--- src/brwl_pkg.sv ---
// Shared types, constants and arithmetic helpers for the bounded random walk list.
// No dependencies; imported by every module of the block.
`timescale 1ns / 1ps
package brwl_pkg;

  localparam int unsigned LIST_DEPTH_DEF = 4096;
  localparam int unsigned DataW          = 16;
  localparam int unsigned IndexW         = 12;
  localparam int unsigned CfgW           = 32;
  localparam logic [63:0] RNG_SEED       = 64'd88172645463325252;
  localparam int unsigned XsA            = 13;
  localparam int unsigned XsB            = 7;
  localparam int unsigned XsC            = 17;
  localparam logic signed [39:0] HALF_Q16 = 40'sd32768;

  // Sum and fold width, dividend width and divisor width of the remainder unit.
  localparam int unsigned SumW = 36;
  localparam int unsigned DivN = 37;
  localparam int unsigned DivD = 33;

  typedef enum logic [1:0] {
    OP_LOAD = 2'd0,
    OP_WALK = 2'd1,
    OP_FILL = 2'd2,
    OP_READ = 2'd3
  } brwl_op_e;

  typedef enum logic [1:0] {
    REG_STEP  = 2'd0,
    REG_LOWER = 2'd1,
    REG_UPPER = 2'd2,
    REG_NONE  = 2'd3
  } brwl_reg_e;

  typedef struct packed {
    logic            start;
    logic [DivN-1:0] dividend;
    logic [DivD-1:0] divisor;
  } brwl_div_req_t;

  typedef struct packed {
    logic            done;
    logic [DivD-1:0] rem;
  } brwl_div_rsp_t;

  // Q16.16 truncation toward zero, saturated to 16 bits.
  function automatic logic signed [DataW-1:0] trunc_sat16(input logic signed [39:0] q);
    logic signed [39:0] n;
    logic signed [39:0] mag;
    begin
      mag = -q;
      n = (q >= 0) ? (q >>> 16) : -(mag >>> 16);
      if (n > 40'sd32767) begin
        trunc_sat16 = 16'sh7fff;
      end else if (n < -40'sd32768) begin
        trunc_sat16 = 16'sh8000;
      end else begin
        trunc_sat16 = n[DataW-1:0];
      end
    end
  endfunction

endpackage

--- src/brwl_rem.sv ---
// Restoring remainder unit: one dividend bit per cycle over a DivN-bit dividend.
// Depends on brwl_pkg.
`timescale 1ns / 1ps
module brwl_rem import brwl_pkg::*; (
  input  logic          clk_i,
  input  logic          rst_ni,
  input  brwl_div_req_t req_i,
  output brwl_div_rsp_t rsp_o
);

  localparam int unsigned CntW = $clog2(DivN + 1);

  logic [DivN-1:0] num_q;
  logic [DivD-1:0] den_q;
  logic [DivD:0]   rem_q;
  logic [CntW-1:0] cnt_q;
  logic            busy_q;
  logic [DivD:0]   trial;
  logic            done_q;

  assign trial = {rem_q[DivD-1:0], num_q[DivN-1]};

  always_ff @(posedge clk_i or negedge rst_ni) begin
    if (!rst_ni) begin
      busy_q <= 1'b0;
      done_q <= 1'b0;
      cnt_q  <= '0;
    end else begin
      done_q <= 1'b0;
      if (req_i.start) begin
        busy_q <= 1'b1;
        cnt_q  <= '0;
      end else if (busy_q) begin
        cnt_q <= cnt_q + 1'b1;
        if (cnt_q == CntW'(DivN - 1)) begin
          busy_q <= 1'b0;
          done_q <= 1'b1;
        end
      end
    end
  end

  always_ff @(posedge clk_i) begin
    if (req_i.start) begin
      num_q <= req_i.dividend;
      den_q <= req_i.divisor;
      rem_q <= '0;
    end else if (busy_q) begin
      num_q <= num_q << 1;
      rem_q <= (trial >= {1'b0, den_q}) ? (trial - {1'b0, den_q}) : trial;
    end
  end

  assign rsp_o.done = done_q;
  assign rsp_o.rem  = rem_q[DivD-1:0];

endmodule

--- config.mk ---
export PLATFORM = sky130hd
export DESIGN_NAME = brwl_rem
export DESIGN_NICKNAME = d
export VERILOG_FILES = /design/src/brwl_pkg.sv /design/src/brwl_rem.sv
export SDC_FILE = /design/constraint.sdc
export NUM_CORES = 1
export LEC_CHECK = 0
export BUFFER_PORTS_ARGS = -buffer_cell sky130_fd_sc_hd__buf_2
export CORE_MARGIN = 4
export CORE_UTILIZATION = 35
export CTS_CLUSTER_SIZE = 40
export DETAILED_ROUTE_END_ITERATION = 10
export GPL_ROUTABILITY_DRIVEN = 0
export PLACE_DENSITY = 0.55
export SYNTH_ARGS = -nofsm -noshare
export SYNTH_HDL_FRONTEND = slang
export SYNTH_SLANG_ARGS = --single-unit
--- constraint.sdc ---
create_clock -name clk_i -period 8.5 [get_ports clk_i]
set_input_delay 0.425 -clock clk_i [delete_from_list [all_inputs] [get_ports clk_i]]
set_output_delay 0.425 -clock clk_i [all_outputs]
set_load 0.05 [all_outputs]
**Yosys cells after proc, flatten, opt, wreduce, memory -nomap -nowiden**

Cells that the tools add are included.

- Flip-flop bits (word level): 111
- Input bits: 73
- Output and inout bits: 34
- Word-level logic and storage cells: 22

- Add/subtract/negate cells: 2
- Magnitude comparators: 1
- Eq/ne operators: 1
- Muxes and demuxes: 11
- Reduce and logical (&&, ||, !) cells: 1

Operator list:

| kind | number |
|---|---|
| 37-bit 2-to-1 mux | 2 |
| 34-bit by 33-bit >= comparator with 1-bit output | 1 |
| 33-bit 2-to-1 mux | 1 |
| 33-bit subtractor | 1 |
| 6-bit 2-to-1 mux | 2 |
| 6-bit by 1-bit adder with 6-bit output (second input constant) | 1 |
| 6-bit == test (second input constant) | 1 |
| 1-bit 2-to-1 mux | 6 |
| 2-bit nonzero test | 1 |

**Logic depth before layout (Yosys ltp)**

Gate-level depths: netlist of run 1.

- Depth after elaboration: 4
- Depth in mapped cells: 14

**Worst setup path before layout of run 1**

Ideal clock, no wire load.

- Path type: register to register
- From: register rem_q[24]
- To: register rem_q[11]
- Library setup time: 0.086 ns
- Arrival time: 2.902 ns
- Required time: 8.414 ns
- Path slack: 5.512 ns
- Stages on the path, launching flop included: 13
- Clock period less this slack: 2.988 ns
- Cells stage by stage: dfxtp_1 -> ha_1 -> buf_6 -> a21oi_4 -> o21ai_2 -> a221oi_2 -> o21ai_1 -> a2111oi_2 -> nand2_1 -> buf_6 -> buf_6 -> mux2i_1 -> a211oi_1

- Cells in the longest elaborated chain, start to end: 2

Ends and longest elaborated chain:

| element | RTL line | source |
|---|---|---|
| start, declared | brwl_rem.sv:15 | `logic [DivD:0] rem_q;` |
| start signal, assigned | brwl_rem.sv:50 | `rem_q <= (trial >= {1'b0, den_q}) ? (trial - {1'b0, den_q}) : trial;` |
| 34-bit by 33-bit >= comparator with 1-bit output | brwl_rem.sv:50 |  |
| 33-bit 2-to-1 mux | brwl_rem.sv:50 |  |

Every way passes these cells.
A chain may end at the register's enable or synchronous reset.

**Final worst setup path of run 1**

- From: register num_q[36]
- To: register rem_q[23]

- Cells in the longest elaborated chain, start to end: 2
- Elaborated cells between the ends (all ways): 3
- Those cells by class: add/sub: 1; order compare: 1; mux: 1

Ends and longest elaborated chain:

| element | RTL line | source |
|---|---|---|
| start, declared | brwl_rem.sv:13 | `logic [DivN-1:0] num_q;` |
| start signal, assigned | brwl_rem.sv:45 | `num_q <= req_i.dividend;` |
| start signal, assigned | brwl_rem.sv:49 | `num_q <= num_q << 1;` |
| 33-bit subtractor or 34-bit by 33-bit >= comparator with 1-bit output (tied branches) | brwl_rem.sv:50 |  |
| 33-bit 2-to-1 mux * | brwl_rem.sv:50 |  |

Mark *: on every way between the ends. The rest lies on a longest branch, timed or not.

==> impl_metrics.toml, run 1 <==
[run_status]
status = "completed"

[critical_path]
crit_arrival_ps = 4200
critical-path-slowest-cell = "nand2_1"
critPathMaxStageDelay_ps = 610
critical-path-top-delay-family = "compound AO/OA/AOI/OAI gates"
crit_chain = "inv_1, ha_1, inv_1, fa_1, a31o_2, a21oi_2, o2bb2ai_1, o311ai_1, nand2_1, buf_4, nand2_2, nor2_1, a311o_1"
crit_top_cell = "inv_1"
crit_fanout = 29
critPathKind = "reg -> reg"
worstPathRequired_ps = 8760
critPathLaunchType = "flop"
critPathBufInv = 3
critPathCaptureType = "flop"

[floorplan]
coreArea_sq_um = 17480
dieArea_sq_um = 20190
die-height_um = 142.1
start_util_pct = 36.00
rows = 48
ios = 107
die_x_um = 142.1

[route]
viasPerCell = 5.188
routed_wl_um = 14510
drc = 0
drt-initial-drc-count = 243
first_pass_iters = 5
drt.antenna.violating_nets = 0
avgRoutedWirePerCell_um = 15.56
vias = 4840

[timing]
setup-tns-final_ps = 0
finalSetupViolCount = 0
fin_skew_ps = 14.16
max_freq_ghz = 0.2536
fin_crit_ps = 3944
fin_ws_ps = 4556
rsz0062_at_grt = "no"
relSlewSlack_pct = 38.62
slew_viol_final = 0
worst_slew_pin_slew_ps = 917.4
whs_ps = 226.3
final_hold_viol_count = 0
period_share_pct = 46.40

[clocking]
clock_sinks = 111
cts-htree-levels = 3
worstSkewPairLatency_ps = 370
post_cts_resized = 0
cts_made_buffers = 9
cts.clk_slew.worst_paths_ps = 90
postCtsSetupBuffers = 0
cts_tree = "built"
postCtsHoldBufs = 1
cts_max_path_buffers = 2
cts-root-buf = "clkbuf_16"

[synth]
synth_enable_flop_cells = 70
syn-cell-area_sq_um = 6292
netlist_instances = 609
async_flop_share_pct = 7.207
synth-seq-cells = 111
synthDistinctLibCells = 62
ys.flop_type = "edfxtp_1"
syn_nets = 718
ys.warnings.count = 0
avgSynthCellArea_sq_um = 10.33
seq_area_frac_synth_pct = 47.09

[power]
total_power_uw = 2356
powerDensity_nw_per_um2 = 322.0
ir_worst_vdd_v = 0.0001684
p_leak_uw = 0.003208

[cells_and_area]
diodes = 0
area_delta_synth_final_pct = 16.31
finalNetCount = 812
drive_gt1_share_pct = 25.00

[grt]
gr-total-overflow = 0
grt_start_max_net_pins = 66
grt_pass1_wl_um = 24090
antenna_found_initial = 0
grtUsageTotal_pct = 14.67
first_global_vias = 4890

[placed_design]
place.port_buffers = 106
dpl.hpwl_um = 10650
place_ws_ps = 4585

[job]
maxCapViolCount = 0

[hold_path]
min_path_type = "in -> reg"
[final cells by class]
cell class | instances | area, sq um
Inverter | 53 | 198.9
Sequential cell | 111 | 2963
Fill cell | 1740 | 10160
Timing Repair Buffer | 110 | 565.5
Tap cell | 225 | 281.5
Clock inverter | 7 | 96.34
Multi-Input combinational cell | 418 | 2988
Clock buffer | 9 | 225.2
[cells in the final DEF (no fill, tap or decap), types with 3 or more instances in the layout]
master	synthesis	layout
buf_2	8	105
edfxtp_1	70	70
inv_1	53	53
nand2_1	51	50
a21oi_1	45	45
nor2_1	45	45
mux2_2	37	37
ha_1	35	35
dfxtp_1	33	33
a211oi_1	23	23
o21ai_0	17	17
xnor2_1	17	17
xor2_1	15	15
mux2i_1	14	14
a21o_1	12	12
nand4_1	10	10
o21ai_1	9	9
clkbuf_16	0	9
nor3_1	8	8
dfrtp_1	8	8
nor2b_1	6	6
a31oi_1	6	6
o211ai_1	5	5
or3_1	4	4
and2_1	4	4
and3_1	4	4
nand3_1	4	4
o22ai_1	4	4
buf_4	1	4
a31o_2	3	3
o31ai_1	3	3
o21bai_1	3	3
[worst register-to-register path: cells and delay by family (launching register included)]
kind                     cells  cell delay (ps)
AO/OA/AOI/OAI                5             1380
adder cells (fa/ha/maj)      2              570
buffers and inverters        3              610
flip-flops                   1              390
AND/OR/NAND/NOR              3              890
[per-stage QoR]
stage	std cells	cell area [sq um]	util (%)
finish	933	7318	41.87
floorplan	609	6292	-
CTS	933	7318	41.87
detailed placement	916	6987	39.98
global route	933	7318	41.87
global placement	916	6987	39.98
[cell families (layout without fill, tap and decap cells)]
logic type	count (synthesis)	in the layout	share of synthesized area, %
AOI/OAI and AO/OA	153	153	16.09
and+or+nand+nor	146	146	10.78
DFF	111	111	47.09
buffers and inverters	80	179	5.468
muxes	51	51	8.849
adders and majority gates	36	36	7.278
xor gates and xnor gates	32	32	4.454
[layer usage]
layer | GRT usage, % | up-vias | part of all wire [%]
li1 | - | 2398 | -
met1 | 18.89 | 2284 | 46
met2 | 23.33 | 132 | 45
met3 | 5.376 | 26 | 7.2
met4 | 4.091 | 0 | 1.9
met5 | 0 | - | 0
[registers in the layout (all words and copies together) (netlist names)]
register and flops:
busy_q 1, cnt_q 6, den_q 33, done_q 1
num_q 37, rem_q 33
[cells in the mapped netlist (all sizes together), types with 3 or more instances]
cell,n,area share [%]
mux2i,14,2.2
or3,4,0.40
a31oi,6,0.60
o21ai,27,2.2
and3,4,0.40
nand4,11,1.2
nand3,4,0.32
mux2,37,6.6
inv,53,3.2
a21o,12,1.4
nor4,3,0.40
nand2,52,3.1
ha,35,7.0
buf,14,1.5
xor2,15,2.1
o22ai,5,0.60
edfxtp,70,33
clkbuf,13,0.78
nor2b,6,0.60
a211oi,23,2.7
a31o,4,0.56
xnor2,17,2.4
dfrtp,8,3.2
nor2,45,2.7
nor3,8,0.64
o211ai,5,0.60
a21oi,48,4.1
o21bai,3,0.36
dfxtp,33,10
o31ai,3,0.36
and2,4,0.40
[path summary, 6_finish.rpt]
check,from,end,slack (ps),cells past startpoint
worst max-delay path,num_q[36],rem_q[23],4560,13
worst min-delay path,req_i[22],den_q[22],230,1
worst max register to register,num_q[36],rem_q[23],4560,13
max in group asynchronous,rst_ni,done_q,7910,2
min in group asynchronous,rst_ni,cnt_q[4],430,2
worst min register to register,rem_q[2],rem_q[2],500,2
[power by group]
group	leakage [uW]	internal, uW	switching [uW]
Sequential	0.00109	672	83.0
Clock	0.000156	217	231
Combinational	0.00196	417	735
Total	0.00321	1310	1050
No activity file was read; power rests on OpenSTA's default activity.
==> inputs of run 2 (changes only) <==
--- a/config.mk
+++ b/config.mk
@@ -5,13 +5,14 @@
 export SDC_FILE = /design/constraint.sdc
 export NUM_CORES = 1
 export LEC_CHECK = 0
+export ABC_AREA = 1
 export BUFFER_PORTS_ARGS = -buffer_cell sky130_fd_sc_hd__buf_2
 export CORE_MARGIN = 4
 export CORE_UTILIZATION = 35
 export CTS_CLUSTER_SIZE = 40
 export DETAILED_ROUTE_END_ITERATION = 10
 export GPL_ROUTABILITY_DRIVEN = 0
-export PLACE_DENSITY = 0.55
+export PLACE_DENSITY = 0.54
 export SYNTH_ARGS = -nofsm -noshare
 export SYNTH_HDL_FRONTEND = slang
 export SYNTH_SLANG_ARGS = --single-unit
==> constraint.sdc (replaced) <==
create_clock -name clk_i -period 3.7 [get_ports clk_i]
set_input_delay 0.185 -clock clk_i [delete_from_list [all_inputs] [get_ports clk_i]]
set_output_delay 0.185 -clock clk_i [all_outputs]
set_load 0.05 [all_outputs]
==> impl_metrics.toml, run 2 <==
[critical_path]
critPathKind = "reg -> reg"
reg2reg_depth = 13
crit_chain = "inv_1, ha_1, inv_1, fa_1, nand3_1, nand3_2, nand2_1, nand2_2, nand2_4, nand2_4, nand2_1, nand3_1, o21ai_1"
critPathMaxStageDelay_ps = 440
rr_endpoint = "rem_q[6]"
crit_arrival_ps = 3050
worstPathRequired_ps = 3990
critPathLaunchType = "flop"
r2r_start = "num_q[36]"
reg2reg_slack_ps = 930
critical-path-slowest-cell = "fa_1"
critPathCaptureType = "flop"
crit_fanout = 35

[grt]
grt_start_max_net_pins = 70
grt_pass1_wl_um = 31180
first_global_vias = 6263
antenna_found_initial = 1
grtUsageTotal_pct = 17.21
gr-total-overflow = 0

[cells_and_area]
diodes = 0
top_register = "num_q"
layout.cells.non_filler = 1442
drive_gt1_share_pct = 12.12
final_common_cell = "nand2_1"
reg_top3 = "num_q (37), den_q (33), rem_q (33)"
area_delta_synth_final_pct = 19.55
final_area_sq_um = 8622
finalNetCount = 1276
mostFrequentLayoutCells = "nand2_1 (439), inv_1 (189), buf_2 (106), nand3_1 (76), edfxtp_1 (70)"
fin_util_pct = 42.61
largest_reg_flops = 37

[clocking]
cts_tree = "built"
clock_sinks = 111
cts_made_buffers = 9
post_cts_resized = 0
worstSkewPairLatency_ps = 370
cts.clk_slew.worst_paths_ps = 80
cts-htree-levels = 3
cts-root-buf = "clkbuf_16"
cts_max_path_buffers = 2
postCtsSetupBuffers = 0

[hold_path]
min_path_type = "in -> reg"
holdPathEnd = "num_q[0]"
min_path_cells = 3
min-delay-start = "req_i[33]"

[floorplan]
ios = 107
die-height_um = 151.5
rows = 52
coreArea_sq_um = 20230
dieArea_sq_um = 22970
start_util_pct = 35.64
die_x_um = 151.5

[synth]
synth_top_area_share_pct = 29.15
seq_area_frac_synth_pct = 41.08
avgSynthCellArea_sq_um = 6.968
synth.most_common_cell = "nand2_1"
ys.flop_type = "edfxtp_1"
ys.warnings.count = 0
ys_top_cells_by_count = "nand2_1 (439), inv_1 (190), nand3_1 (76)"
synth_area_leaders = "edfxtp_1 (29%), nand2_1 (23%), inv_1 (9.9%)"
syn_nets = 1144
synthDistinctLibCells = 34
synth_top_cell_by_area = "edfxtp_1"
synth-seq-cells = 111
async_flop_share_pct = 7.207
syn-cell-area_sq_um = 7212
netlist_instances = 1035
synth_enable_flop_cells = 70

[route]
drc = 0
first_pass_iters = 5
routed_wl_um = 19190
drt.antenna.violating_nets = 0
vias = 6512
viasPerCell = 4.516
avgRoutedWirePerCell_um = 13.31
drt-initial-drc-count = 338

[power]
p_leak_uw = 0.004692
p_sw_uw = 2583
internal_power_uw = 2907
power.share.combinational_pct = 51.6
seqPwrFrac_pct = 30.4
ir_worst_vdd_v = 0.0002654
netSwitchingFraction_pct = 47.05
powerDensity_nw_per_um2 = 636.8
clkPwrFrac_pct = 18.0

[timing]
rsz0062_at_grt = "no"
period_share_pct = 74.73
slew_viol_final = 0
relSlewSlack_pct = 23.17
final_hold_viol_count = 0
fin_skew_ps = 17.86
fin_crit_ps = 2765
fin_ws_ps = 935.0
worst_slew_pin_slew_ps = 1151
max_freq_ghz = 0.3617
finalSetupViolCount = 0
setup-tns-final_ps = 0

[run_status]
status = "completed"

[job]
maxCapViolCount = 0

[placed_design]
dpl.hpwl_um = 14210
place_ws_ps = 946.6
postPlaceCellArea_sq_um = 7990
dpl.cell_count = 1392
place.port_buffers = 106
[run 2: worst max path at each step]
stage                     slack [ps]       from        end  cells after the start
after CTS                        940  num_q[36]  rem_q[18]                     13
final                            930  num_q[36]   rem_q[6]                     13
after global routing             700  num_q[36]  rem_q[18]                     13
after detailed placement         950  num_q[36]  rem_q[18]                     13
after global placement           990  num_q[36]   rem_q[2]                     13
after floorplan                 1380     busy_q   num_q[0]                      3
[run 2: final cells by class]
class                           count  area [sq um]
Clock inverter                      6         62.56
Multi-Input combinational cell    708          3401
Fill cell                        2129         11610
Timing Repair Buffer              145         908.4
Inverter                          192         720.7
Tap cell                          270         337.8
Sequential cell                   111          2963
Clock buffer                       10         229.0
[run 2: cells by family after synthesis]
family / after synthesis / synth area share, %
flops: 111 / 41.08
compound gates: 45 / 3.227
fa+ha+maj: 36 / 6.350
buf+inv: 216 / 11.87
simple gates: 612 / 35.65
xor+xnor: 15 / 1.822
[run 2: power by group through the flow]
stage / Combinational, uW / Sequential (uW) / Clock (uW)
CTS: 2830 / 1670 / 1030
global route: 3170 / 1700 / 1080
finish: 2830 / 1670 / 990
floorplan: 1750 / 2090 / 0
detailed placement: 2790 / 1700 / 0
global placement: 2790 / 1700 / 0
[run 2: metal layers]
metal / share of wire [%] / vias up / track usage, % / wire length [um]
li1: - / 3442 / - / -
met1: 49 / 2895 / 23.79 / 9441
met2: 44 / 161 / 27.23 / 8361
met3: 5.9 / 12 / 4.581 / 1140
met4: 1.3 / 2 / 3.594 / 242
met5: 0.036 / - / 0 / 7
[run 2: critical path, delay by kind of cell, from the launching register on]
| family | cells | cell delay, ps |
|---|---|---|
| compound gates | 1 | 110 |
| fa+ha+maj | 2 | 590 |
| buf+inv | 2 | 170 |
| flops | 1 | 360 |
| simple gates | 8 | 1440 |
[run 2: metrics by stage]
stage                     hold slack, ps  total power, uW
final                              68.40             5490
after global routing               67.90             5951
after CTS                          56.24             5532
after detailed placement           43.20             4488
after global placement             45.13             4490
after floorplan                   -110.6             3837
[run 2: timing repair]
item	CTS	global route
endpoints found under the hold margin	41	0
endpoints found under the setup margin	0	0
hold buffers	34	0
