### src/brwl_pkg.sv
// Shared types, constants and arithmetic helpers for the bounded random walk list.
// No dependencies; imported by every module of the block.
`timescale 1ns / 1ps
package brwl_pkg;

  localparam int unsigned LIST_DEPTH_DEF = 4096;
  localparam int unsigned DataW          = 16;
  localparam int unsigned IndexW         = 12;
  localparam int unsigned CfgW           = 32;
  localparam logic [63:0] RNG_SEED       = 64'd88172645463325252;
  localparam int unsigned XsA            = 13;
  localparam int unsigned XsB            = 7;
  localparam int unsigned XsC            = 17;
  localparam logic signed [39:0] HALF_Q16 = 40'sd32768;

  // Sum and fold width, dividend width and divisor width of the remainder unit.
  localparam int unsigned SumW = 36;
  localparam int unsigned DivN = 37;
  localparam int unsigned DivD = 33;

  typedef enum logic [1:0] {
    OP_LOAD = 2'd0,
    OP_WALK = 2'd1,
    OP_FILL = 2'd2,
    OP_READ = 2'd3
  } brwl_op_e;

  typedef enum logic [1:0] {
    REG_STEP  = 2'd0,
    REG_LOWER = 2'd1,
    REG_UPPER = 2'd2,
    REG_NONE  = 2'd3
  } brwl_reg_e;

  typedef struct packed {
    logic            start;
    logic [DivN-1:0] dividend;
    logic [DivD-1:0] divisor;
  } brwl_div_req_t;

  typedef struct packed {
    logic            done;
    logic [DivD-1:0] rem;
  } brwl_div_rsp_t;

  // Q16.16 truncation toward zero, saturated to 16 bits.
  function automatic logic signed [DataW-1:0] trunc_sat16(input logic signed [39:0] q);
    logic signed [39:0] n;
    logic signed [39:0] mag;
    begin
      mag = -q;
      n = (q >= 0) ? (q >>> 16) : -(mag >>> 16);
      if (n > 40'sd32767) begin
        trunc_sat16 = 16'sh7fff;
      end else if (n < -40'sd32768) begin
        trunc_sat16 = 16'sh8000;
      end else begin
        trunc_sat16 = n[DataW-1:0];
      end
    end
  endfunction

endpackage

### src/brwl_rng.sv
// 64-bit xorshift generator (shifts 13, 7, 17) holding its state in a register.
// Depends on brwl_pkg.
`timescale 1ns / 1ps
module brwl_rng import brwl_pkg::*; (
  input  logic        clk_i,
  input  logic        rst_ni,
  input  logic        adv_i,
  output logic [63:0] state_o
);

  logic [63:0] state_q, state_d;
  logic [63:0] z1, z2;

  always_comb begin
    z1 = state_q ^ (state_q << XsA);
    z2 = z1 ^ (z1 >> XsB);
    state_d = adv_i ? (z2 ^ (z2 << XsC)) : state_q;
  end

  always_ff @(posedge clk_i or negedge rst_ni) begin
    if (!rst_ni) begin
      state_q <= RNG_SEED;
    end else begin
      state_q <= state_d;
    end
  end

  assign state_o = state_q;

endmodule

### config.mk
export PLATFORM = sky130hd
export DESIGN_NAME = brwl_rng
export DESIGN_NICKNAME = d
export VERILOG_FILES = /design/src/brwl_pkg.sv /design/src/brwl_rng.sv
export SDC_FILE = /design/constraint.sdc
export NUM_CORES = 1
export LEC_CHECK = 0
export BUFFER_PORTS_ARGS = -buffer_cell sky130_fd_sc_hd__buf_2
export CAP_MARGIN = 10
export CORE_ASPECT_RATIO = 2
export CORE_UTILIZATION = 62
export CTS_CLUSTER_DIAMETER = 100
export DETAILED_ROUTE_END_ITERATION = 16
export GPL_ROUTABILITY_DRIVEN = 0
export PLACE_DENSITY_LB_ADDON = 0.12
export SYNTH_ARGS = -nofsm -noshare
export SYNTH_HDL_FRONTEND = slang
export SYNTH_SLANG_ARGS = --single-unit
export TNS_END_PERCENT = 5
### constraint.sdc
create_clock -name clk_i -period 2.45 [get_ports clk_i]
set_clock_uncertainty 0.2 [all_clocks]
set_input_delay 0.1225 -clock clk_i [delete_from_list [all_inputs] [get_ports clk_i]]
set_output_delay 0.1225 -clock clk_i [all_outputs]
set_load 0.02 [all_outputs]
======== Yosys cells after proc, flatten, opt, wreduce, memory -nomap -nowiden ========
Index checks and enable logic that the tools add are counted.
word-level totals
  input port bits ......................... 3
  output and inout bits ................... 64
  register bits ........................... 64
  word-level logic and storage cells ...... 4
cells by class
  bitwise gates (word level) .............. 3
operators with widths
  kind                                     count
  64-bit XOR                               2
  64-bit by 57-bit XOR with 64-bit output  1

======== Logic depth before layout (Yosys ltp) ========
Gate-level depths: netlist of the first run.
  depth after elaboration ................. 3
  mapped depth ............................ 6
  mapped depth without buffers ............ 5

======== Worst setup path after synthesis of the first run ========
OpenSTA, ideal clock, no wires.
  path kind ............................... reg2reg
  from .................................... register state_q[9], in the netlist state_o[9]
  to ...................................... register state_q[39], in the netlist state_o[39]
  setup slack ............................. 0.679 ns
  cell stages (with the launch flop) ...... 7
  data required time ...................... 2.166 ns
  arrival time ............................ 1.486 ns
  buffers on the path ..................... 1
  path through ............................ dfstp_2 > buf_2 > xor2_2 > xnor2_1 > xnor2_1 > nand2_1 > xnor2_1
on the way
  cells in the longest elaborated chain, start to end .. 3
ends and longest elaborated chain
  element                                  RTL line        text
  from (decl)                              brwl_rng.sv:11  logic [63:0] state_q, state_d;
  from (signal assigned)                   brwl_rng.sv:24  state_q <= state_d;
  64-bit XOR                               brwl_rng.sv:15  z1 = state_q ^ (state_q << XsA);
  64-bit by 57-bit XOR with 64-bit output  brwl_rng.sv:16  z2 = z1 ^ (z1 >> XsB);
  64-bit XOR                               brwl_rng.sv:17  state_d = adv_i ? (z2 ^ (z2 << XsC)) : state_q;
No other way between the ends.
A chain may end at the register's enable or synchronous reset.

======== Final worst setup path of the first run ========
  from .................................... register state_q[39], in the netlist state_o[39]
  to ...................................... register state_q[49], in the netlist state_o[49]
Same word-level chain as after synthesis.

==> Flow_metrics.wiki, run 1 <==
{| class="wikitable"
! Metric !! Value
|-
| Max Fanout on Critical Path || 5
|-
| Worst-case headroom to the max-slew limit || 54.9%
|-
| Per-cell via count in the routed design || 4.99
|-
| CTS resizes || 0
|-
| Fraction of layout cells with a size suffix above 1 || 29.4%
|-
| Tmin final || 1.93 ns
|-
| Category of the most critical setup path || flip-flop to flip-flop
|-
| Sink Count || 64
|-
| Die W || 60.1 um
|-
| Number of buffers added for setup after CTS || 0
|-
| Count of input and output buffers || 66
|-
| Routed via count || 2700
|-
| Number of maximum-capacitance violations || 0
|-
| Clock tree from TritonCTS || yes
|-
| Outcome || complete, no violations
|-
| Unrepaired setup endpoints after global routing || no
|-
| FMAX || 519 MHz
|-
| Sort of element at the start of the critical path || flip-flop
|-
| Buffer type at the clock tree root || sky130_fd_sc_hd__clkbuf_16
|-
| Remaining routing DRC violations || 0
|-
| Post-Synthesis Mean Instance Area || 10.8 sq um
|-
| Num ports || 67
|-
| Net count after synthesis || 389
|-
| Cell count after placement || 524
|-
| Final setup violation count || 0
|-
| Overall track demand over capacity in global routing || 28.2%
|-
| Register bit total from synthesis || 64
|-
| Via count of the first global-routing pass || 2802
|-
| Clock buffers created by TritonCTS || 9
|-
| Layout Cells excl Fill || 541
|-
| Area of the die || 7100 sq um
|-
| Worst slack at placement || 0.503 ns
|-
| Sequential area share after synthesis || between 30% and 40%
|-
| Later-pin clock latency in the skew report || 0.33 ns
|-
| Distinct cell type count of the synthesized netlist || 20
|-
| Final total negative setup slack || 0 ns
|-
| Largest buffer count on any clock path || 2
|-
| Detailed-placement wirelength estimate || 6.64 mm
|-
| Crit path required time || 2.46 ns
|-
| Final worst-path setup slack || about 0.52 ns
|-
| Chip height || 118 um
|-
| Mapped Cells || slightly below 400
|-
| Filler Cell Count || 497
|-
| Post-detailed-placement cell area || between 4000 and 5000 sq um
|-
| Data arrival at the endpoint of the critical path || 1.93 ns
|-
| Slew Limit Fails || 0
|-
| Yosys top cell by area || sky130_fd_sc_hd__xnor2_1
|-
| Portion of synthesized cell area occupied by the leading cell type || 33.9%
|-
| Top cells by area in the synthesized netlist || sky130_fd_sc_hd__xnor2_1 (34%), sky130_fd_sc_hd__dfrtp_1 (21%), sky130_fd_sc_hd__dfstp_2 (18%)
|-
| Total core area || 6570 sq um
|-
| Antenna violations before repair || 0
|-
| Starting density of the core || roughly 64%
|-
| Avg WL per Cell || 16.4 um
|-
| Number of nets in the finished design || 451
|-
| ANT nets after route || 0
|-
| Final hold violation count || 0
|-
| Ratio of final minimum period to clock period || approximately 79%
|-
| Warnings, synthesis || 0
|-
| Number of flip-flops under the largest register name || 64
|-
| DRT Pass-1 Iters || 4
|-
| Area growth syn-to-layout || 15.9%
|-
| Global-route wire length before repair || 14.3 mm
|-
| Number of levels in the clock H-tree || 3
|-
| Post-synthesis instance area || approximately 4200 sq um
|-
| Overall overflow remaining after global route || 0
|-
| Actual transition at the worst max-transition pin || 0.677 ns
|-
| Critical Path Sink Type || flip-flop
|-
| Iteration-0 DRC Markers || approximately 140
|-
| Number of antenna diodes || 0
|-
| Number of standard-cell rows in the floorplan || 42
|-
| Min-delay worst type || primary input to flip-flop
|-
| Clk pin slew, worst setup/hold paths || 0.05 ns
|-
| Pin count of the biggest net entering global routing || 53
|-
| Post-route cell area || 4850 sq um
|-
| Total wire length || 8.87 mm
|}
[synthesized netlist by cell type]
cell / number
sky130_fd_sc_hd__nor2b_1: 1
sky130_fd_sc_hd__buf_4: 2
sky130_fd_sc_hd__buf_1: 2
sky130_fd_sc_hd__xnor2_2: 7
sky130_fd_sc_hd__or2_1: 3
sky130_fd_sc_hd__dfstp_2: 29
sky130_fd_sc_hd__clkbuf_1: 5
sky130_fd_sc_hd__nand3_2: 1
sky130_fd_sc_hd__xor2_2: 11
sky130_fd_sc_hd__dfrtp_1: 35
sky130_fd_sc_hd__clkbuf_2: 1
sky130_fd_sc_hd__buf_2: 9
sky130_fd_sc_hd__mux2_2: 5
sky130_fd_sc_hd__nand3_1: 2
sky130_fd_sc_hd__a21oi_1: 8
sky130_fd_sc_hd__xor2_1: 41
sky130_fd_sc_hd__nand2_1: 50
sky130_fd_sc_hd__nor2_1: 10
sky130_fd_sc_hd__xnor2_1: 162
sky130_fd_sc_hd__nand3b_1: 2
[cell families after synthesis]
logic type,after synthesis,share of synthesized area (%)
compound gates,8,0.958
mux,5,1.35
simple gates,69,6.82
xor+xnor,221,49.5
flops,64,39.2
buf+inv,19,2.18
[worst max-delay path, stage by stage, from the launching register on]
cell and delay (ns):
sky130_fd_sc_hd__dfstp_2 0.62, sky130_fd_sc_hd__xor2_1 0.33, sky130_fd_sc_hd__xnor2_1 0.26, sky130_fd_sc_hd__xnor2_1 0.17, sky130_fd_sc_hd__nand2_1 0.08, sky130_fd_sc_hd__xnor2_1 0.14
[metrics by stage]
stage | utilization [%] | hold slack (ns)
floorplan | - | -0.373
global placement | 69.5 | -0.0170
detailed placement | 69.5 | -0.00546
CTS | 73.8 | 0.0209
global route | 73.8 | 0.0377
finish | 73.8 | 0.0282
[area by class of cell]
class | instances | area, sq um | area share (%)
Clock buffer | 16 | 272 | 5.60
Multi-Input combinational cell | 303 | 2450 | 50.6
Sequential cell | 64 | 1640 | 33.8
Tap cell | 88 | 110 | 2.27
Timing Repair Buffer | 70 | 375 | 7.74
[worst paths after layout]
kind / startpoint / endpoint / depth (start not counted) / slack (ns)
max: state_o[39]$_DFFE_PN1P_ / state_o[49]$_DFFE_PN0P_ / 5 / 0.52
min: adv_i / state_o[32]$_DFFE_PN1P_ / 3 / 0.03
max reg2reg: state_o[39]$_DFFE_PN1P_ / state_o[49]$_DFFE_PN0P_ / 5 / 0.52
min reg2reg: state_o[53]$_DFFE_PN1P_ / state_o[53]$_DFFE_PN1P_ / 1 / 0.30
max in group asynchronous: rst_ni / state_o[23]$_DFFE_PN1P_ / 3 / 1.10
min in group asynchronous: rst_ni / state_o[58]$_DFFE_PN0P_ / 2 / 0.17
[layer usage]
layer,global-route usage [%],share of wire (%),up-vias
met5,0,0,-
li1,-,-,1291
met2,48.2,56,61
met1,32.4,39,1326
met4,12.8,3.3,0
met3,5.69,2.4,22
[layout by cell type, fill, tap and decap left out, types with 5 or more instances in the layout]
master                      count
sky130_fd_sc_hd__nor2_1        10
sky130_fd_sc_hd__dfstp_2       29
sky130_fd_sc_hd__xnor2_1      162
sky130_fd_sc_hd__clkbuf_16      9
sky130_fd_sc_hd__mux2_2         5
sky130_fd_sc_hd__xnor2_2        7
sky130_fd_sc_hd__clkbuf_1       5
sky130_fd_sc_hd__dfrtp_1       35
sky130_fd_sc_hd__nand2_1       50
sky130_fd_sc_hd__a21oi_1        8
sky130_fd_sc_hd__xor2_1        41
sky130_fd_sc_hd__xor2_2        11
sky130_fd_sc_hd__buf_2         66
[timing repair]
item	in CTS	in global routing
endpoints found under the setup margin	0	0
hold endpoints to repair	15	0
hold buffers	1	0
Power of run 1 is left out: the tool's default activity adds up to more than one toggle a clock period on the data nets, which glitch-free logic cannot reach.
==> run 2: changes to the inputs <==
- CORE_UTILIZATION: 62 -> 57
- clock period: 2.45 -> 1.9 ns (I/O delays scaled with it)
==> Flow_metrics.wiki, run 2 (synthesized netlist as in run 1, its figures left out) <==
{| class="wikitable"
! Metric !! Value
|-
| Outcome || complete, no violations
|-
| Number of antenna diodes || 0 (unchanged)
|-
| Avg WL per Cell || 15.8 um (-3.6%)
|-
| Chip height || 123 um (+4.2%)
|-
| Global-route wire length before repair || 14.6 mm (+2.1%)
|-
| Antenna violations before repair || 0 (unchanged)
|-
| Crit path required time || 1.91 ns (-0.55 ns)
|-
| Slew Limit Fails || 0 (unchanged)
|-
| Category of the most critical setup path || flip-flop to flip-flop
|-
| Count of input and output buffers || 66 (unchanged)
|-
| Worst-case headroom to the max-slew limit || 72.0% (+17 points)
|-
| Most used cells in the layout excluding fill and tap cells || sky130_fd_sc_hd__xnor2_1 (159), sky130_fd_sc_hd__buf_2 (66), sky130_fd_sc_hd__nand2_1 (50)
|-
| Fraction of layout cells with a size suffix above 1 || 33.5% (+4.1 points)
|-
| Sort of element at the start of the critical path || flip-flop
|-
| Clock buffers created by TritonCTS || 9 (unchanged)
|-
| Min-delay worst type || primary input to flip-flop
|-
| Unrepaired setup endpoints after global routing || no
|-
| Clock tree from TritonCTS || yes
|-
| Die W || 62.6 um (+4.2%)
|-
| Clk pin slew, worst setup/hold paths || 0.05 ns (about the same)
|-
| Final setup violation count || 0 (unchanged)
|-
| Buffer type at the clock tree root || sky130_fd_sc_hd__clkbuf_16
|-
| Actual transition at the worst max-transition pin || 0.417 ns (-0.260 ns)
|-
| FMAX || 548 MHz (+5.7%)
|-
| Iteration-0 DRC Markers || 94 (-31%)
|-
| DRT Pass-1 Iters || 4 (unchanged)
|-
| Routed via count || 2727 (+1.0%)
|-
| Detailed-placement wirelength estimate || 6.49 mm (-2.3%)
|-
| Final hold violation count || 0 (unchanged)
|-
| Finished Core Util || 72.4% (-1.4 points)
|-
| Total wire length || 8.88 mm (+0.19%)
|-
| Starting density of the core || 59.8% (-3.9 points)
|-
| Number of standard-cell rows in the floorplan || 43 (+2.4%)
|-
| Number of maximum-capacitance violations || 0 (unchanged)
|-
| Overall track demand over capacity in global routing || 25.6% (-2.6 points)
|-
| Number of flip-flops under the largest register name || 64 (unchanged)
|-
| Number of nets in the finished design || 470 (+4.2%)
|-
| Tmin final || 1.82 ns (-0.104 ns)
|-
| Ratio of final minimum period to clock period || 96.0% (+17 points)
|-
| Most common cell after layout, fill and taps aside || sky130_fd_sc_hd__xnor2_1
|-
| Sink Count || 64 (unchanged)
|-
| Per-cell via count in the routed design || 4.85 (-2.8%)
|-
| Data arrival at the endpoint of the critical path || 1.83 ns (-0.10 ns)
|-
| Remaining routing DRC violations || 0 (unchanged)
|-
| Number of levels in the clock H-tree || 3 (unchanged)
|-
| Area of the die || 7700 sq um (+8.5%)
|-
| Later-pin clock latency in the skew report || 0.33 ns (about the same)
|-
| Via count of the first global-routing pass || 2950 (+5.3%)
|-
| Largest buffer count on any clock path || 2 (unchanged)
|-
| Area growth syn-to-layout || 21.2%
|-
| Max Fanout on Critical Path || 4 (-1)
|-
| Pin count of the biggest net entering global routing || 73 (+38%)
|-
| Total core area || 6990 sq um (+6.5%)
|-
| Overall overflow remaining after global route || 0 (unchanged)
|-
| ANT nets after route || 0 (unchanged)
|-
| Num ports || 67 (unchanged)
|-
| Critical Path Sink Type || flip-flop
|}
run 2: metal layers:
layer  wire [um]  vias up  GRT usage (%)  share of wire (%)
li1            -     1330              -                  -
met4         155        0           11.0                1.7
met2        5040       50           47.8                 57
met1        3450     1338           28.0                 39
met3         244        9           4.52                2.7
met5           0        -              0                  0
run 2: layout make-up:
class	instances	area, sq um
Tap cell	90	113
Timing Repair Buffer	89	531
Clock inverter	1	5.00
Multi-Input combinational cell	303	2510
Fill cell	555	1930
Clock buffer	15	268
Sequential cell	64	1640
run 2: timing repair:
action                     4_1_cts  5_1_grt
hold endpoints to repair        64        0
setup endpoints to repair        1        4
hold buffers                     1        0
resized for setup                1        6
setup buffers                    0        0
run 2: final timing paths:
path                                          from                      end  slack (ns)  depth (start not counted)
max                        state_o[32]$_DFFE_PN1P_  state_o[42]$_DFFE_PN0P_        0.08                          5
min                                          adv_i  state_o[18]$_DFFE_PN1P_        0.05                          4
max reg2reg                state_o[32]$_DFFE_PN1P_  state_o[42]$_DFFE_PN0P_        0.08                          5
min reg2reg                state_o[53]$_DFFE_PN1P_  state_o[53]$_DFFE_PN1P_        0.30                          1
max in group asynchronous                   rst_ni  state_o[46]$_DFFE_PN1P_        1.06                          3
min in group asynchronous                   rst_ni  state_o[58]$_DFFE_PN0P_        0.11                          3
run 2: stage by stage:
step | cells | setup WS [ns] | hold WS, ns | area, sq um | TNS, ns
3_5_place_dp | 545 | -0.00577 | -0.0618 | 4720 | -0.00577
5_1_grt | 562 | 0.00217 | 0.0669 | 5070 | 0
2_1_floorplan | 386 | 0.129 | -0.401 | 4180 | 0
4_1_cts | 562 | 0.0452 | 0.0486 | 5010 | 0
6_report | 562 | 0.0762 | 0.0471 | 5070 | 0
3_3_place_gp | 545 | 0.0247 | -0.0639 | 4720 | 0
run 2: critical path, cell delays in order (launching register included):
cell and delay, ns:
sky130_fd_sc_hd__dfstp_2 0.62, sky130_fd_sc_hd__xor2_2 0.29, sky130_fd_sc_hd__xnor2_2 0.14, sky130_fd_sc_hd__xnor2_1 0.21, sky130_fd_sc_hd__nand2_1 0.10, sky130_fd_sc_hd__xnor2_1 0.15
Power of run 2 is left out for the same reason.
==> run 3: changes to the inputs <==
--- a/config.mk
+++ b/config.mk
@@ -9,4 +9,5 @@
 export CAP_MARGIN = 10
 export CORE_ASPECT_RATIO = 2
+export CORE_MARGIN = 4
 export CORE_UTILIZATION = 57
 export CTS_CLUSTER_DIAMETER = 100
@@ -14,4 +15,5 @@
 export GPL_ROUTABILITY_DRIVEN = 0
 export PLACE_DENSITY_LB_ADDON = 0.12
+export SLEW_MARGIN = 15
 export SYNTH_ARGS = -nofsm -noshare
 export SYNTH_HDL_FRONTEND = slang
--- a/constraint.sdc
+++ b/constraint.sdc
@@ -3,3 +3,3 @@
 set_input_delay 0.095 -clock clk_i [delete_from_list [all_inputs] [get_ports clk_i]]
 set_output_delay 0.095 -clock clk_i [all_outputs]
-set_load 0.02 [all_outputs]
+set_load 0.1 [all_outputs]
==> Flow_metrics.wiki, run 3 (synthesized netlist as in run 1, its figures left out) <==
{| class="wikitable"
! Metric !! Value
|-
| Ratio of final minimum period to clock period || 97.6% (+1.6 points)
|-
| Clk pin slew, worst setup/hold paths || 0.05 ns (about the same)
|-
| Worst path cell trace || buf_4, buf_2
|-
| Remaining routing DRC violations || 0 (unchanged)
|-
| Area growth syn-to-layout || 22.9%
|-
| Overall track demand over capacity in global routing || 23.4% (-2.2 points)
|-
| Sink Count || 64 (unchanged)
|-
| Actual transition at the worst max-transition pin || 0.531 ns (+0.114 ns)
|-
| Later-pin clock latency in the skew report || 0.33 ns (about the same)
|-
| Die W || 68.6 um (+9.6%)
|-
| Worst setup path startpoint || state_o[39]$_DFFE_PN1P_
|-
| Total wire length || 9.35 mm (+5.2%)
|-
| Number of antenna diodes || 0 (unchanged)
|-
| Buffer type at the clock tree root || sky130_fd_sc_hd__clkbuf_16
|-
| Finished Core Util || 71.3% (-1.2 points)
|-
| Number of buffers added for setup after CTS || 0 (unchanged)
|-
| Global-route wire length before repair || 15.0 mm (+2.6%)
|-
| DRT Pass-1 Iters || 4 (unchanged)
|-
| Unrepaired setup endpoints after global routing || no
|-
| Per-cell via count in the routed design || 5.01 (+3.2%)
|-
| Reg2Reg Launch Point || state_o[30]$_DFFE_PN1P_
|-
| Overall overflow remaining after global route || 0 (unchanged)
|-
| Starting density of the core || 58.0% (-1.8 points)
|-
| Max Fanout on Critical Path || 4 (unchanged)
|-
| Number of maximum-capacitance violations || 0 (unchanged)
|-
| Number of nets in the finished design || 465 (-1.1%)
|-
| Routed via count || 2799 (+2.6%)
|-
| Chip height || 129 um (+4.9%)
|-
| Data arrival at the endpoint of the critical path || 1.56 ns (-0.27 ns)
|-
| Maximum single-stage delay on the critical path || 0.63 ns (about the same)
|-
| Detailed-placement wirelength estimate || 6.99 mm (+7.8%)
|-
| Count of input and output buffers || 66 (unchanged)
|-
| Number of levels in the clock H-tree || 3 (unchanged)
|-
| Area of the die || 8850 sq um (+15%)
|-
| Most used cells in the layout excluding fill and tap cells || sky130_fd_sc_hd__xnor2_1 (161), sky130_fd_sc_hd__buf_2 (66), sky130_fd_sc_hd__nand2_1 (50)
|-
| Clock tree from TritonCTS || yes
|-
| Antenna violations before repair || 0 (unchanged)
|-
| Post-route cell area || 5140 sq um (+1.4%)
|-
| Number of standard-cell rows in the floorplan || 44 (+2.3%)
|-
| Most common cell after layout, fill and taps aside || sky130_fd_sc_hd__xnor2_1
|-
| Final hold violation count || 0 (unchanged)
|-
| Clock buffers created by TritonCTS || 9 (unchanged)
|-
| Number of flip-flops under the largest register name || 64 (unchanged)
|-
| Fraction of layout cells with a size suffix above 1 || 38.1% (+4.6 points)
|-
| Cell with the largest stage delay on the worst path || sky130_fd_sc_hd__dfstp_4
|-
| Worst-case headroom to the max-slew limit || 64.9% (-7.2 points)
|-
| Crit path required time || 1.60 ns (-0.31 ns)
|-
| Num ports || 67 (unchanged)
|-
| Pin count of the biggest net entering global routing || 65 (-11%)
|-
| Final total negative setup slack || 0 ns (unchanged)
|-
| FMAX || 539 MHz (-1.6%)
|-
| Largest buffer count on any clock path || 2 (unchanged)
|-
| Min-delay worst type || primary input to async pin
|-
| Sort of element at the start of the critical path || flip-flop
|-
| Slew Limit Fails || 0 (unchanged)
|-
| Category of the most critical setup path || flip-flop to output pin
|-
| Total core area || 7210 sq um (+3.1%)
|-
| Avg WL per Cell || 16.7 um (+5.8%)
|-
| Final setup violation count || 0 (unchanged)
|-
| Post-detailed-placement cell area || 4800 sq um (+1.5%)
|-
| ANT nets after route || 0 (unchanged)
|-
| Critical Path Sink Type || output pin
|-
| Outcome || complete, no violations
|-
| Iteration-0 DRC Markers || 107 (+14%)
|-
| Tmin final || 1.85 ns (+0.0301 ns)
|-
| Via count of the first global-routing pass || 2849 (-3.4%)
|}
==> run 3: timing repair <==
action                     in CTS  in global routing
setup endpoints to repair       0                  6
hold endpoints to repair       73                  0
gates resized for setup         0                  3
hold buffers                    2                  0
==> run 3: through the flow <==
step                      hold slack [ns]  cells  worst slack (ns)
after floorplan                    -0.401    386            -0.148
after global placement            -0.0615    541            0.0933
after detailed placement          -0.0621    541            0.0450
after CTS                           0.119    559            0.0343
after global routing                0.155    559            0.0112
final                               0.104    559            0.0461
==> run 3: final timing paths <==
kind                                            to  slack (ns)  cells past startpoint
min in group clk_i         state_o[53]$_DFFE_PN1P_        0.30                      1
min reg2reg                state_o[53]$_DFFE_PN1P_        0.30                      1
max reg2reg                state_o[47]$_DFFE_PN0P_        0.07                      5
max                                    state_o[39]        0.05                      2
min                        state_o[58]$_DFFE_PN0P_        0.10                      3
max in group asynchronous  state_o[53]$_DFFE_PN1P_        1.05                      3
==> run 3: cell type report <==
cell class,count,area [sq um]
Tap cell,92,115
Clock inverter,3,40.0
Multi-Input combinational cell,303,2500
Fill cell,570,2070
Sequential cell,64,1720
Timing Repair Buffer,84,508
Clock buffer,13,260
==> run 3: layer usage <==
metal | vias up | track usage (%) | wire (um)
met5 | - | 0 | 0
met4 | 0 | 10.6 | 220
met3 | 16 | 3.82 | 283
met2 | 61 | 40.7 | 5240
met1 | 1397 | 27.2 | 3600
li1 | 1325 | - | -
==> run 3: worst max-delay path, delay by kind of cell (launching register included) <==
| family | cells | cell delay (ns) |
|---|---|---|
| DFF | 1 | 0.63 |
| buffers and inverters | 2 | 0.60 |
Power of run 3 is left out for the same reason.
